File: src/hdl/lruetf_pkg.sv
// Shared types and constants for the LRU evict-to-free-space block.
// No dependencies; used by lruetf_table, lruetf_ctrl and lru_evict_to_free_space_core.
`timescale 1ns / 1ps
`default_nettype none

package lruetf_pkg;

    // Defaults for the top-level parameters
    localparam int ENTRIES_DEF   = 32;
    localparam int TIME_BITS_DEF = 32;
    localparam int SIZE_BITS_DEF = 32;

    // Fixed field widths
    localparam int OP_W     = 2;
    localparam int SLOT_W   = 5;
    localparam int FIELD_W  = 32;
    localparam int COUNT_W  = 6;
    localparam int SPACE_W  = 37;
    localparam int STATUS_W = 2;

    // Results per input word are capped
    localparam int MAX_OUT = 32;
    localparam int K_W     = $clog2(MAX_OUT + 1);

    // Operation codes
    localparam logic [OP_W-1:0] OP_WRITE      = 2'd0;
    localparam logic [OP_W-1:0] OP_EVICT_ONE  = 2'd1;
    localparam logic [OP_W-1:0] OP_EVICT_FREE = 2'd2;

    // Result status codes
    localparam logic [STATUS_W-1:0] ST_EVICTED = 2'd0;
    localparam logic [STATUS_W-1:0] ST_NONE    = 2'd1;
    localparam logic [STATUS_W-1:0] ST_TOO_BIG = 2'd2;
    localparam logic [STATUS_W-1:0] ST_DONE    = 2'd3;

    typedef struct packed {
        logic [OP_W-1:0]    operation;
        logic [SLOT_W-1:0]  slot;
        logic               entry_valid;
        logic               entry_evictable;
        logic [FIELD_W-1:0] entry_time;
        logic [FIELD_W-1:0] entry_size;
        logic [SPACE_W-1:0] amount_to_free;
    } in_word_t;

    typedef struct packed {
        logic [STATUS_W-1:0] status;
        logic [SLOT_W-1:0]   evicted_slot;
        logic [FIELD_W-1:0]  evicted_size;
        logic [COUNT_W-1:0]  files_held;
        logic [SPACE_W-1:0]  space_held;
        logic                last;
    } out_word_t;

    // Table control from the sequencer
    typedef struct packed {
        logic wr_en;     // write entry data and its valid bit
        logic wr_valid;  // valid bit value on a write
        logic clr_en;    // drop the valid bit of the evicted slot
    } tbl_ctl_t;

endpackage

`default_nettype wire

File: src/hdl/lruetf_table.sv
// Entry table: synchronous memory for evictable flag, time and size, plus
// per-slot valid flip-flops. Depends on lruetf_pkg.
`timescale 1ns / 1ps
`default_nettype none

module lruetf_table #(
    parameter int ENTRIES   = lruetf_pkg::ENTRIES_DEF,
    parameter int TIME_BITS = lruetf_pkg::TIME_BITS_DEF,
    parameter int SIZE_BITS = lruetf_pkg::SIZE_BITS_DEF
) (
    input  logic                                    aclk,
    input  logic                                    aresetn,
    input  lruetf_pkg::tbl_ctl_t                    ctl,
    input  logic [$clog2(ENTRIES)-1:0]              wr_addr,
    input  logic [$clog2(ENTRIES)-1:0]              clr_addr,
    input  logic                                    wr_evict,
    input  logic [((TIME_BITS < 32) ? TIME_BITS : 32)-1:0] wr_time,
    input  logic [((SIZE_BITS < 32) ? SIZE_BITS : 32)-1:0] wr_size,
    input  logic [$clog2(ENTRIES)-1:0]              rd_addr,
    output logic                                    rd_valid,
    output logic                                    rd_evict,
    output logic [((TIME_BITS < 32) ? TIME_BITS : 32)-1:0] rd_time,
    output logic [((SIZE_BITS < 32) ? SIZE_BITS : 32)-1:0] rd_size
);

    localparam int TIME_W = (TIME_BITS < 32) ? TIME_BITS : 32;
    localparam int SIZE_W = (SIZE_BITS < 32) ? SIZE_BITS : 32;
    localparam int WORD_W = 1 + TIME_W + SIZE_W;

    logic [WORD_W-1:0] mem [ENTRIES];
    logic [WORD_W-1:0] rd_word_reg;
    logic [ENTRIES-1:0] valid_bits_reg;
    logic               rd_valid_reg;

    always_ff @(posedge aclk) begin
        if (ctl.wr_en) begin
            mem[wr_addr] <= {wr_evict, wr_time, wr_size};
        end
    end

    always_ff @(posedge aclk) begin
        rd_word_reg <= mem[rd_addr];
    end

    always_ff @(posedge aclk) begin
        if (!aresetn) begin
            valid_bits_reg <= '0;
            rd_valid_reg   <= 1'b0;
        end else begin
            if (ctl.wr_en) begin
                valid_bits_reg[wr_addr] <= ctl.wr_valid;
            end else if (ctl.clr_en) begin
                valid_bits_reg[clr_addr] <= 1'b0;
            end
            rd_valid_reg <= valid_bits_reg[rd_addr];
        end
    end

    assign rd_valid = rd_valid_reg;
    assign rd_evict = rd_word_reg[WORD_W-1];
    assign rd_time  = rd_word_reg[SIZE_W +: TIME_W];
    assign rd_size  = rd_word_reg[SIZE_W-1:0];

`ifndef SYNTH
    a_clr_hits_valid: assert property (@(posedge aclk) disable iff (!aresetn)
        ctl.clr_en |-> valid_bits_reg[clr_addr])
        else $error("eviction clears a slot that is not valid");

    a_no_wr_clr_overlap: assert property (@(posedge aclk) disable iff (!aresetn)
        !(ctl.wr_en && ctl.clr_en))
        else $error("write and eviction clear in the same cycle");
`endif

endmodule

`default_nettype wire

File: src/hdl/lruetf_ctrl.sv
// Sequencer: decodes input words, runs the table scan for the oldest
// evictable slot, keeps the totals and drives the result register.
// Depends on lruetf_pkg.
`timescale 1ns / 1ps
`default_nettype none

module lruetf_ctrl #(
    parameter int ENTRIES   = lruetf_pkg::ENTRIES_DEF,
    parameter int TIME_BITS = lruetf_pkg::TIME_BITS_DEF,
    parameter int SIZE_BITS = lruetf_pkg::SIZE_BITS_DEF
) (
    input  logic                                    aclk,
    input  logic                                    aresetn,
    input  logic                                    s_valid,
    output logic                                    s_ready,
    input  lruetf_pkg::in_word_t                    s_data,
    output logic                                    m_valid,
    input  logic                                    m_ready,
    output lruetf_pkg::out_word_t                   m_data,
    output lruetf_pkg::tbl_ctl_t                    ctl,
    output logic [$clog2(ENTRIES)-1:0]              wr_addr,
    output logic [$clog2(ENTRIES)-1:0]              clr_addr,
    output logic                                    wr_evict,
    output logic [((TIME_BITS < 32) ? TIME_BITS : 32)-1:0] wr_time,
    output logic [((SIZE_BITS < 32) ? SIZE_BITS : 32)-1:0] wr_size,
    output logic [$clog2(ENTRIES)-1:0]              rd_addr,
    input  logic                                    rd_valid,
    input  logic                                    rd_evict,
    input  logic [((TIME_BITS < 32) ? TIME_BITS : 32)-1:0] rd_time,
    input  logic [((SIZE_BITS < 32) ? SIZE_BITS : 32)-1:0] rd_size
);

    localparam int TIME_W  = (TIME_BITS < 32) ? TIME_BITS : 32;
    localparam int SIZE_W  = (SIZE_BITS < 32) ? SIZE_BITS : 32;
    localparam int IDX_W   = $clog2(ENTRIES);
    localparam int CNT_W   = $clog2(ENTRIES + 1);
    localparam int SPACE_W = lruetf_pkg::SPACE_W;
    localparam int COUNT_W = lruetf_pkg::COUNT_W;
    localparam int FREED_W = SPACE_W + 1;
    localparam int K_W     = lruetf_pkg::K_W;

    typedef enum logic [2:0] {
        IDLE,
        WR_WAIT,
        WR_ADD,
        CHECK,
        SCAN,
        EVICT,
        EMIT
    } state_t;

    state_t state_reg;

    // latched input word
    logic [lruetf_pkg::OP_W-1:0] op_reg;
    logic [IDX_W-1:0]            slot_reg;
    logic                        valid_in_reg;
    logic                        evict_in_reg;
    logic [TIME_W-1:0]           time_reg;
    logic [SIZE_W-1:0]           size_reg;
    logic [SPACE_W-1:0]          amount_reg;

    // totals
    logic [COUNT_W-1:0] count_reg;
    logic [SPACE_W-1:0] space_reg;

    // scan
    logic [CNT_W-1:0]  issue_cnt_reg;
    logic              cmp_vld_reg;
    logic [IDX_W-1:0]  cmp_idx_reg;
    logic              best_found_reg;
    logic [IDX_W-1:0]  best_idx_reg;
    logic [TIME_W-1:0] best_time_reg;
    logic [SIZE_W-1:0] best_size_reg;

    logic [FREED_W-1:0] freed_reg;
    logic [K_W-1:0]     k_reg;
    logic [lruetf_pkg::STATUS_W-1:0] res_status_reg;

    logic                  m_valid_reg;
    lruetf_pkg::out_word_t m_data_reg;

    logic               out_free;
    logic               res_load;
    logic               cand;
    logic               scan_issue;
    logic [COUNT_W-1:0] count_dec;
    logic [SPACE_W-1:0] space_evict;
    logic [FREED_W-1:0] freed_next;
    logic               evict_last;

    assign out_free   = !m_valid_reg || m_ready;
    // a result word is loaded this cycle
    assign res_load   = out_free && ((state_reg == EMIT) ||
                                     ((state_reg == EVICT) && best_found_reg));
    assign scan_issue = (state_reg == SCAN) && (issue_cnt_reg < CNT_W'(ENTRIES));
    assign cand       = cmp_vld_reg && rd_valid && rd_evict &&
                        (!best_found_reg || (rd_time < best_time_reg));

    assign count_dec   = count_reg - 1'b1;
    assign space_evict = space_reg - SPACE_W'(best_size_reg);
    assign freed_next  = freed_reg + FREED_W'(best_size_reg);
    assign evict_last  = (op_reg != lruetf_pkg::OP_EVICT_FREE) ||
                         (freed_next >= FREED_W'(amount_reg)) ||
                         (k_reg + 1'b1 == K_W'(lruetf_pkg::MAX_OUT));

    assign s_ready = (state_reg == IDLE);
    assign m_valid = m_valid_reg;
    assign m_data  = m_data_reg;

    always_comb begin
        if (state_reg == IDLE) begin
            rd_addr = IDX_W'(s_data.slot);
        end else begin
            rd_addr = issue_cnt_reg[IDX_W-1:0];
        end
    end

    assign ctl.wr_en    = (state_reg == WR_WAIT);
    assign ctl.wr_valid = valid_in_reg;
    assign ctl.clr_en   = (state_reg == EVICT) && best_found_reg && out_free;
    assign wr_addr      = slot_reg;
    assign clr_addr     = best_idx_reg;
    assign wr_evict     = evict_in_reg;
    assign wr_time      = time_reg;
    assign wr_size      = size_reg;

    // read data for the scan arrives in the cycle after the address
    always_ff @(posedge aclk) begin
        if (!aresetn) begin
            cmp_vld_reg <= 1'b0;
        end else begin
            cmp_vld_reg <= scan_issue;
        end
        cmp_idx_reg <= issue_cnt_reg[IDX_W-1:0];
    end

    always_ff @(posedge aclk) begin
        if (!aresetn) begin
            state_reg      <= IDLE;
            count_reg      <= '0;
            space_reg      <= '0;
            issue_cnt_reg  <= '0;
            best_found_reg <= 1'b0;
            freed_reg      <= '0;
            k_reg          <= '0;
            m_valid_reg    <= 1'b0;
        end else begin
            if (m_ready && !res_load) begin
                m_valid_reg <= 1'b0;
            end
            case (state_reg)
                IDLE: begin
                    issue_cnt_reg  <= '0;
                    best_found_reg <= 1'b0;
                    freed_reg      <= '0;
                    k_reg          <= '0;
                    if (s_valid) begin
                        op_reg       <= s_data.operation;
                        slot_reg     <= IDX_W'(s_data.slot);
                        valid_in_reg <= s_data.entry_valid;
                        evict_in_reg <= s_data.entry_evictable;
                        time_reg     <= s_data.entry_time[TIME_W-1:0];
                        size_reg     <= s_data.entry_size[SIZE_W-1:0];
                        amount_reg   <= s_data.amount_to_free;
                        res_status_reg <= lruetf_pkg::ST_DONE;
                        case (s_data.operation)
                            lruetf_pkg::OP_WRITE: begin
                                if (32'(s_data.slot) < ENTRIES) begin
                                    state_reg <= WR_WAIT;
                                end else begin
                                    state_reg <= EMIT;
                                end
                            end
                            lruetf_pkg::OP_EVICT_ONE:  state_reg <= SCAN;
                            lruetf_pkg::OP_EVICT_FREE: state_reg <= CHECK;
                            default:                   state_reg <= EMIT;
                        endcase
                    end
                end
                WR_WAIT: begin
                    // old slot contents are on the read port now
                    if (rd_valid) begin
                        count_reg <= count_dec;
                        space_reg <= space_reg - SPACE_W'(rd_size);
                    end
                    state_reg <= WR_ADD;
                end
                WR_ADD: begin
                    if (valid_in_reg) begin
                        count_reg <= count_reg + 1'b1;
                        space_reg <= space_reg + SPACE_W'(size_reg);
                    end
                    state_reg <= EMIT;
                end
                CHECK: begin
                    if (amount_reg > space_reg) begin
                        res_status_reg <= lruetf_pkg::ST_TOO_BIG;
                        state_reg      <= EMIT;
                    end else if (amount_reg == '0) begin
                        state_reg <= EMIT;
                    end else begin
                        state_reg <= SCAN;
                    end
                end
                SCAN: begin
                    if (scan_issue) begin
                        issue_cnt_reg <= issue_cnt_reg + 1'b1;
                    end
                    if (cand) begin
                        best_found_reg <= 1'b1;
                        best_idx_reg   <= cmp_idx_reg;
                        best_time_reg  <= rd_time;
                        best_size_reg  <= rd_size;
                    end
                    if (cmp_vld_reg && (cmp_idx_reg == IDX_W'(ENTRIES - 1))) begin
                        state_reg <= EVICT;
                    end
                end
                EVICT: begin
                    issue_cnt_reg <= '0;
                    if (!best_found_reg) begin
                        res_status_reg <= lruetf_pkg::ST_NONE;
                        state_reg      <= EMIT;
                    end else if (out_free) begin
                        best_found_reg <= 1'b0;
                        count_reg      <= count_dec;
                        space_reg      <= space_evict;
                        freed_reg      <= freed_next;
                        k_reg          <= k_reg + 1'b1;
                        m_valid_reg    <= 1'b1;
                        m_data_reg.status       <= lruetf_pkg::ST_EVICTED;
                        m_data_reg.evicted_slot <= lruetf_pkg::SLOT_W'(best_idx_reg);
                        m_data_reg.evicted_size <= lruetf_pkg::FIELD_W'(best_size_reg);
                        m_data_reg.files_held   <= count_dec;
                        m_data_reg.space_held   <= space_evict;
                        m_data_reg.last         <= evict_last;
                        state_reg <= evict_last ? IDLE : SCAN;
                    end
                end
                EMIT: begin
                    if (out_free) begin
                        m_valid_reg             <= 1'b1;
                        m_data_reg.status       <= res_status_reg;
                        m_data_reg.evicted_slot <= '0;
                        m_data_reg.evicted_size <= '0;
                        m_data_reg.files_held   <= count_reg;
                        m_data_reg.space_held   <= space_reg;
                        m_data_reg.last         <= 1'b1;
                        state_reg               <= IDLE;
                    end
                end
                default: state_reg <= IDLE;
            endcase
        end
    end

`ifndef SYNTH
    a_count_bound: assert property (@(posedge aclk) disable iff (!aresetn)
        32'(count_reg) <= ENTRIES)
        else $error("entry count above table depth");

    a_freed_below_request: assert property (@(posedge aclk) disable iff (!aresetn)
        (state_reg == SCAN && op_reg == lruetf_pkg::OP_EVICT_FREE)
            |-> (freed_reg < FREED_W'(amount_reg)))
        else $error("scan continues after request was met");

    a_evict_decrements: assert property (@(posedge aclk) disable iff (!aresetn)
        ctl.clr_en |=> (count_reg == COUNT_W'($past(count_reg) - 1'b1)))
        else $error("eviction did not decrement entry count");
`endif

endmodule

`default_nettype wire

File: src/hdl/lru_evict_to_free_space_core.sv
// Top level of the LRU evict-to-free-space block: table memory and sequencer.
// Depends on lruetf_pkg, lruetf_table and lruetf_ctrl.
`timescale 1ns / 1ps
`default_nettype none

// LRU table of ENTRIES slots with valid/ready words in and out. One input
// word is worked at a time; s_ready is high only while the sequencer is idle,
// and a finished result may still sit in the output register while the next
// word is taken. A write reads the old slot, then writes the table and takes
// the old size off, adds the new size and loads the result. Each eviction
// scans the table through the single memory read port, one slot per cycle,
// and waits for the result side before the slot is taken out of the table.
// Ties on time go to the lowest slot. Reset clears the valid flags at once;
// no clearing pass is needed.
module lru_evict_to_free_space_core #(
    parameter int ENTRIES   = lruetf_pkg::ENTRIES_DEF,
    parameter int TIME_BITS = lruetf_pkg::TIME_BITS_DEF,
    parameter int SIZE_BITS = lruetf_pkg::SIZE_BITS_DEF
) (
    input  logic                  aclk,
    input  logic                  aresetn,
    input  logic                  s_valid,
    output logic                  s_ready,
    input  lruetf_pkg::in_word_t  s_data,
    output logic                  m_valid,
    input  logic                  m_ready,
    output lruetf_pkg::out_word_t m_data
);

    localparam int TIME_W = (TIME_BITS < 32) ? TIME_BITS : 32;
    localparam int SIZE_W = (SIZE_BITS < 32) ? SIZE_BITS : 32;
    localparam int IDX_W  = $clog2(ENTRIES);

    lruetf_pkg::tbl_ctl_t ctl;
    logic [IDX_W-1:0]     wr_addr;
    logic [IDX_W-1:0]     clr_addr;
    logic [IDX_W-1:0]     rd_addr;
    logic                 wr_evict;
    logic [TIME_W-1:0]    wr_time;
    logic [SIZE_W-1:0]    wr_size;
    logic                 rd_valid;
    logic                 rd_evict;
    logic [TIME_W-1:0]    rd_time;
    logic [SIZE_W-1:0]    rd_size;

    lruetf_ctrl #(
        .ENTRIES   (ENTRIES),
        .TIME_BITS (TIME_BITS),
        .SIZE_BITS (SIZE_BITS)
    ) u_ctrl (
        .aclk     (aclk),
        .aresetn  (aresetn),
        .s_valid  (s_valid),
        .s_ready  (s_ready),
        .s_data   (s_data),
        .m_valid  (m_valid),
        .m_ready  (m_ready),
        .m_data   (m_data),
        .ctl      (ctl),
        .wr_addr  (wr_addr),
        .clr_addr (clr_addr),
        .wr_evict (wr_evict),
        .wr_time  (wr_time),
        .wr_size  (wr_size),
        .rd_addr  (rd_addr),
        .rd_valid (rd_valid),
        .rd_evict (rd_evict),
        .rd_time  (rd_time),
        .rd_size  (rd_size)
    );

    lruetf_table #(
        .ENTRIES   (ENTRIES),
        .TIME_BITS (TIME_BITS),
        .SIZE_BITS (SIZE_BITS)
    ) u_table (
        .aclk     (aclk),
        .aresetn  (aresetn),
        .ctl      (ctl),
        .wr_addr  (wr_addr),
        .clr_addr (clr_addr),
        .wr_evict (wr_evict),
        .wr_time  (wr_time),
        .wr_size  (wr_size),
        .rd_addr  (rd_addr),
        .rd_valid (rd_valid),
        .rd_evict (rd_evict),
        .rd_time  (rd_time),
        .rd_size  (rd_size)
    );

endmodule

`default_nettype wire

File: config.mk
export PLATFORM = sky130hd
export DESIGN_NAME = lru_evict_to_free_space_core
export DESIGN_NICKNAME = d
export VERILOG_FILES = /design/src/hdl/lruetf_pkg.sv /design/src/hdl/lruetf_table.sv /design/src/hdl/lruetf_ctrl.sv /design/src/hdl/lru_evict_to_free_space_core.sv
export SDC_FILE = /design/constraint.sdc
export NUM_CORES = 2
export LEC_CHECK = 0
export BUFFER_PORTS_ARGS = -buffer_cell sky130_fd_sc_hd__buf_2
export CAP_MARGIN = 20
export CORE_UTILIZATION = 60
export CTS_BUF_LIST = sky130_fd_sc_hd__clkbuf_8
export DETAILED_ROUTE_END_ITERATION = 16
export HOLD_SLACK_MARGIN = 0.06
export PLACE_DENSITY = 0.75
export REMOVE_ABC_BUFFERS = 1
export SLEW_MARGIN = 40
export SYNTH_ARGS = -nofsm -noshare
export SYNTH_HDL_FRONTEND = slang
export SYNTH_SLANG_ARGS = --single-unit
export TNS_END_PERCENT = 10
File: constraint.sdc
create_clock -name aclk -period 13.4 [get_ports aclk]
set_input_delay 2.68 -clock aclk [delete_from_list [all_inputs] [get_ports aclk]]
set_output_delay 2.68 -clock aclk [all_outputs]
set_load 0.02 [all_outputs]
After elaboration in Yosys (flattened, before gate mapping)
Memory sizes are Yosys's and may differ from the RTL's. A register that Yosys moved wholly into a read port is not among the register bits.
Index checks and enable logic that the tools add are counted.
- bits in registers: 401
- RAM bits: 2080
- word-level logic and storage cells: 167
- memories: 1
- memory list (memory ; depth ; width ; read ports ; clocked after memory_dff ; wr ports ; RTL line ; text):
    u_table.mem ; 32 ; 65 ; 1 ; 1 ; 1 ; lruetf_table.sv:30 ; logic [WORD_W-1:0] mem [ENTRIES];
- add/sub/neg operators: 8
- order comparisons: 9
- equality and inequality tests: 23
- muxes and demuxes: 56
- bitwise gates (word level): 2
- reduce and logical (&&, ||, !) cells: 39
- operators by type and width (kind ; count):
    $mux W83 ; 3
    $pmux W83 S2 ; 1
    $mux W37 ; 4
    $pmux W37 S3 ; 1
    $mux W38 ; 2
    $pmux W38 S2 ; 1
    $sub A37 B32 Y37 ; 2
    $mux W32 ; 2
    $mux W6 ; 7
    $add A38 B32 Y38 ; 1
    $ge A38 B37 Y1 ; 1
    $add A37 B32 Y37 ; 1
    $gt A37 B37 Y1 ; 1
    $logic_not A37 Y1 ; 1
    $and A32 B32 Y32 ; 1
    $bwmux W32 ; 1
    $lt A32 B32 Y1 ; 1
    $not A32 Y32 ; 1
    $pmux W6 S2 ; 2
    $mux W3 ; 7
    $pmux W3 S7 ; 1
    $add A6 B1 Y6 const B ; 3
    $lt A5 B6 Y1 const B ; 3
    $pmux W6 S3 ; 1
    34 further kinds ; 88

Longest topological paths before layout
- depth in word-level cells: 10
- depth in mapped cells: 22

By module
Synthesis repeated with hierarchy kept, for this count alone.
- cells, all modules: 5628
- area total of the unflattened synthesis: 104395.1 um^2
- by module, submodules not included (module ; times used ; cells an instance ; area an instance (um^2)):
    lruetf_table ; 1 ; 3327 ; 82136.3
    lruetf_ctrl ; 1 ; 2301 ; 22258.8

Worst setup path before layout
Ideal clock, no wire load.
- path type: input to register
- from: input aresetn
- to: register u_ctrl.best_size_reg[0] (enable)
- arrival time: 8389 ps
- data required time: 12792 ps
- path slack: 4403 ps
- stages: 4
- buffers on the path: 1
- cells stage by stage: clkbuf_1 nand4_1 or2_2 a221oi_1
- longest elaborated chain between the ends: 1
- RTL lines (item ; RTL line ; text):
    start: declaration ; lru_evict_to_free_space_core.sv:21 ; input logic aresetn,
    $reduce_and A3 Y1 (no source line) ; n/a ;
    end signal: assignment ; lruetf_ctrl.sv:214 ; best_size_reg <= rd_size;
    end: declaration ; lruetf_ctrl.sv:74 ; logic [SIZE_W-1:0] best_size_reg;
Every way passes these cells.
A chain may end at the register's enable or synchronous reset.

Final worst setup path
- from: register u_ctrl.state_reg[2]
- to: register u_ctrl.space_reg[34]
- longest elaborated chain between the ends: 3
- elaborated cells between the ends (all ways): 10
- classes of those cells: eq/ne (7); mux (1); reduce/logical (2)
- RTL lines (item ; RTL line ; text):
    start: declaration ; lruetf_ctrl.sv:52 ; state_t state_reg;
    start signal: assignment ; lruetf_ctrl.sv:238 ; state_reg <= evict_last ? IDLE : SCAN;
    $eq A3 B3 Y1, or another cell as far along ; lruetf_ctrl.sv:152 ; case (state_reg)
    $ne A2 B1 Y1 (no source line) / $reduce_bool A3 Y1 (equally long branches) ; n/a ;
    $reduce_and A5 Y1 (no source line) ; n/a ;
    end signal: assignment ; lruetf_ctrl.sv:185 ; space_reg <= space_reg - SPACE_W'(rd_size);
    end signal: assignment ; lruetf_ctrl.sv:192 ; space_reg <= space_reg + SPACE_W'(size_reg);
    end signal: assignment ; lruetf_ctrl.sv:228 ; space_reg <= space_evict;
    end: declaration ; lruetf_ctrl.sv:65 ; logic [SPACE_W-1:0] space_reg;
Several ways; a longest one is shown, not always the timed one.

==> run metrics <==
Yosys top cell area share 0.677; die height 418 um; core box area 172,000 um2; CTS max path bufs 4; Startpoint Class flip-flop; worst hold slack 0.435 ns; CTS tree built; routed vias 61,300; clk_skew 0.102 ns; Worst EP required 14.28 ns; first-pass GRT wire length 392,000 um; postcts setup bufs 0; Pwr Density 177 nW/um2; HP Start u_table.rd_word_reg[60]; # setup viols final 0; most common flop cell mapped by yosys edfxtp_1; # clock sinks 2,546; final hold violation count 0; Post-Synthesis Cell Area 104,000 um2; WS Path Type flip-flop to flip-flop; vias per std cell 6.50; vias in the first global route 60,900; commonest non-fill, non-tap cell in the layout edfxtp_1; final non-filler cell total 9,432; layout cell share with drive strength beyond 1 0.214; Post-synth EDFFs 2,344; Yosys top cell by area edfxtp_1; final WL 269,000 um; syn avg cell area 16.6 um2; transition time of the tightest slew-check pin 0.921 ns; max frequency 162 MHz; FF-to-FF setup slack 7.23 ns; initial detailed-routing violation count 7,722; Max FO, Critical Path 38; HPWL after detailed placement 149,000 um; Mapped Cells 6,273; root cell of the clock tree clkbuf_8; htree depth 5; clk_lat worst skew 1.10 ns; register area share after synthesis 0.716; Global Route Usage Sum 0.308; max reg flops 2,080; final period utilization 0.461; CP Capture Type flip-flop; Clock transition at path regs 0.06 ns; max_cap viols 0; Peak VDD IR 140 uV; Antenna Nets Post-Route 0; TritonCTS Buffers 413; unrepaired setup endpoints after global routing no; setup TNS 0 ns; Syn-to-layout area delta 12.2%; leading cell types in the layout, fill and taps excluded 2,344 x edfxtp_1, 724 x nand2_1, 528 x mux4_2; aggregate global routing overflow 0; hold buffer count at cts 0; crit path time final 6.17 ns; IO Port Bufs 198; initial antenna violation count 4; Hold Crit Class flip-flop to flip-flop; Rows 152; DRC errors left 0; static leakage 0.0409 uW; DRT Pass-1 Iters 9; hold depth 0; hold worst-path end u_ctrl.best_time_reg[28]; Routability Congestion 0.909; # IOs 199; fin. max-slew vios 0; Worst R2R End u_ctrl.space_reg[34]; Die X-Extent 418 um; path depth of the worst reg2reg path 16; nets 7,113; Initial Utilization 0.605; Seq cells post-synth 2,546; largest net degree at the start of global routing 129; status completed; r2r startpoint u_ctrl.state_reg[2]; Data arrival, critical path 7.05 ns; Area contributors post-synth edfxtp_1 68%, mux4_2 11%, dfxtp_1 3.9%, nand2_1 2.6%, ha_1 2.5%; Relative slew margins 0.377; Cell variety after synth 76; Post-synth ARST share 0; DR WL/cell 28.6 um; Pwr Total 20,600 uW; total die area 175,000 um2; placed cells 8,639; Resized cells post-CTS 0; Syn. warnings 0
## cells by family after synthesis
kind of cell	after synthesis	share of synthesized area
AOI/OAI and AO/OA	675	0.0416
DFF	2546	0.716
buffers and inverters	473	0.0176
xor gates and xnor gates	134	0.0114
muxes	541	0.116
and+or+nand+nor	1691	0.0725
adders and majority gates	213	0.0258
## synth_stat cells (all sizes together), types with 14 or more instances
cell	instances
a21o	86
nor4	20
inv	167
clkbuf	223
o22ai	33
or3	17
xor2	60
nor2b	27
ha	210
a211oi	48
buf	82
nor2	279
a21oi	189
nand3	443
nand4	37
dfxtp	202
o211ai	19
and2	16
xnor2	74
o21ai	123
edfxtp	2344
o21a	19
nand2	726
nor3	49
a22oi	51
o21bai	14
a31oi	15
nand2b	23
mux4	528
## stage by stage
step | cell area (um2) | util | setup WS, ns
3_3_place_gp | 108000 | 0.630 | 6.99
2_1_floorplan | 103000 | - | -41.45
4_1_cts | 116000 | 0.676 | 7.36
6_report | 117000 | 0.679 | 7.23
3_5_place_dp | 109000 | 0.632 | 7.12
5_1_grt | 117000 | 0.679 | 6.71
## per-layer routing
layer	part of all wire	wire (um)	global-route usage
met5	0.000041	11	0
met4	0.035	9530	0.115
met3	0.11	28400	0.0560
met2	0.49	131000	0.502
met1	0.37	100000	0.419
## worst max-delay path, stage by stage, from the launching register on
cell and delay (ns):
dfxtp_1 0.75, nor2_1 0.17, nand2_2 0.23, buf_4 0.40
buf_4 0.46, a21oi_1 0.16, ha_1 0.37, a211oi_1 0.35
nor2_1 0.12, o311ai_1 0.61, nand3_1 0.35, a221oi_1 0.55
o21a_1 0.22, o21ai_0 0.13, o41ai_1 0.59, xor2_1 0.13
a2111oi_0 0.43
## layout make-up
| class | instances | area, um2 |
|---|---|---|
| repair buffers | 403 | 3050 |
| clock buffers | 448 | 6170 |
| fillers | 11100 | 55200 |
| clock inverters | 298 | 1380 |
| multi-input cells | 3254 | 28200 |
| well taps | 2310 | 2890 |
| flip-flops and latches | 2546 | 74400 |
| inverters | 168 | 636 |
| diodes | 5 | 12.5 |
## worst max-delay path by stage
| stage | end | startpoint |
|---|---|---|
| final | u_ctrl.space_reg[34] | u_ctrl.state_reg[2] |
| after global routing | u_ctrl.space_reg[34] | u_ctrl.state_reg[2] |
| after CTS | u_ctrl.space_reg[34] | u_ctrl.state_reg[2] |
| after detailed placement | u_table.rd_word_reg[32] | s_data[104] |
| after global placement | u_table.rd_word_reg[43] | s_data[103] |
| after floorplan | u_table.rd_valid | s_data[103] |
## where the power goes
part           leakage [uW]  total, uW  switching [uW]  internal, uW
clock network       0.00449       6180            3000          3180
logic                0.0136       5060            2940          2120
registers            0.0227       9380             309          9070
Note: power is estimated with default switching activity, not from simulation.
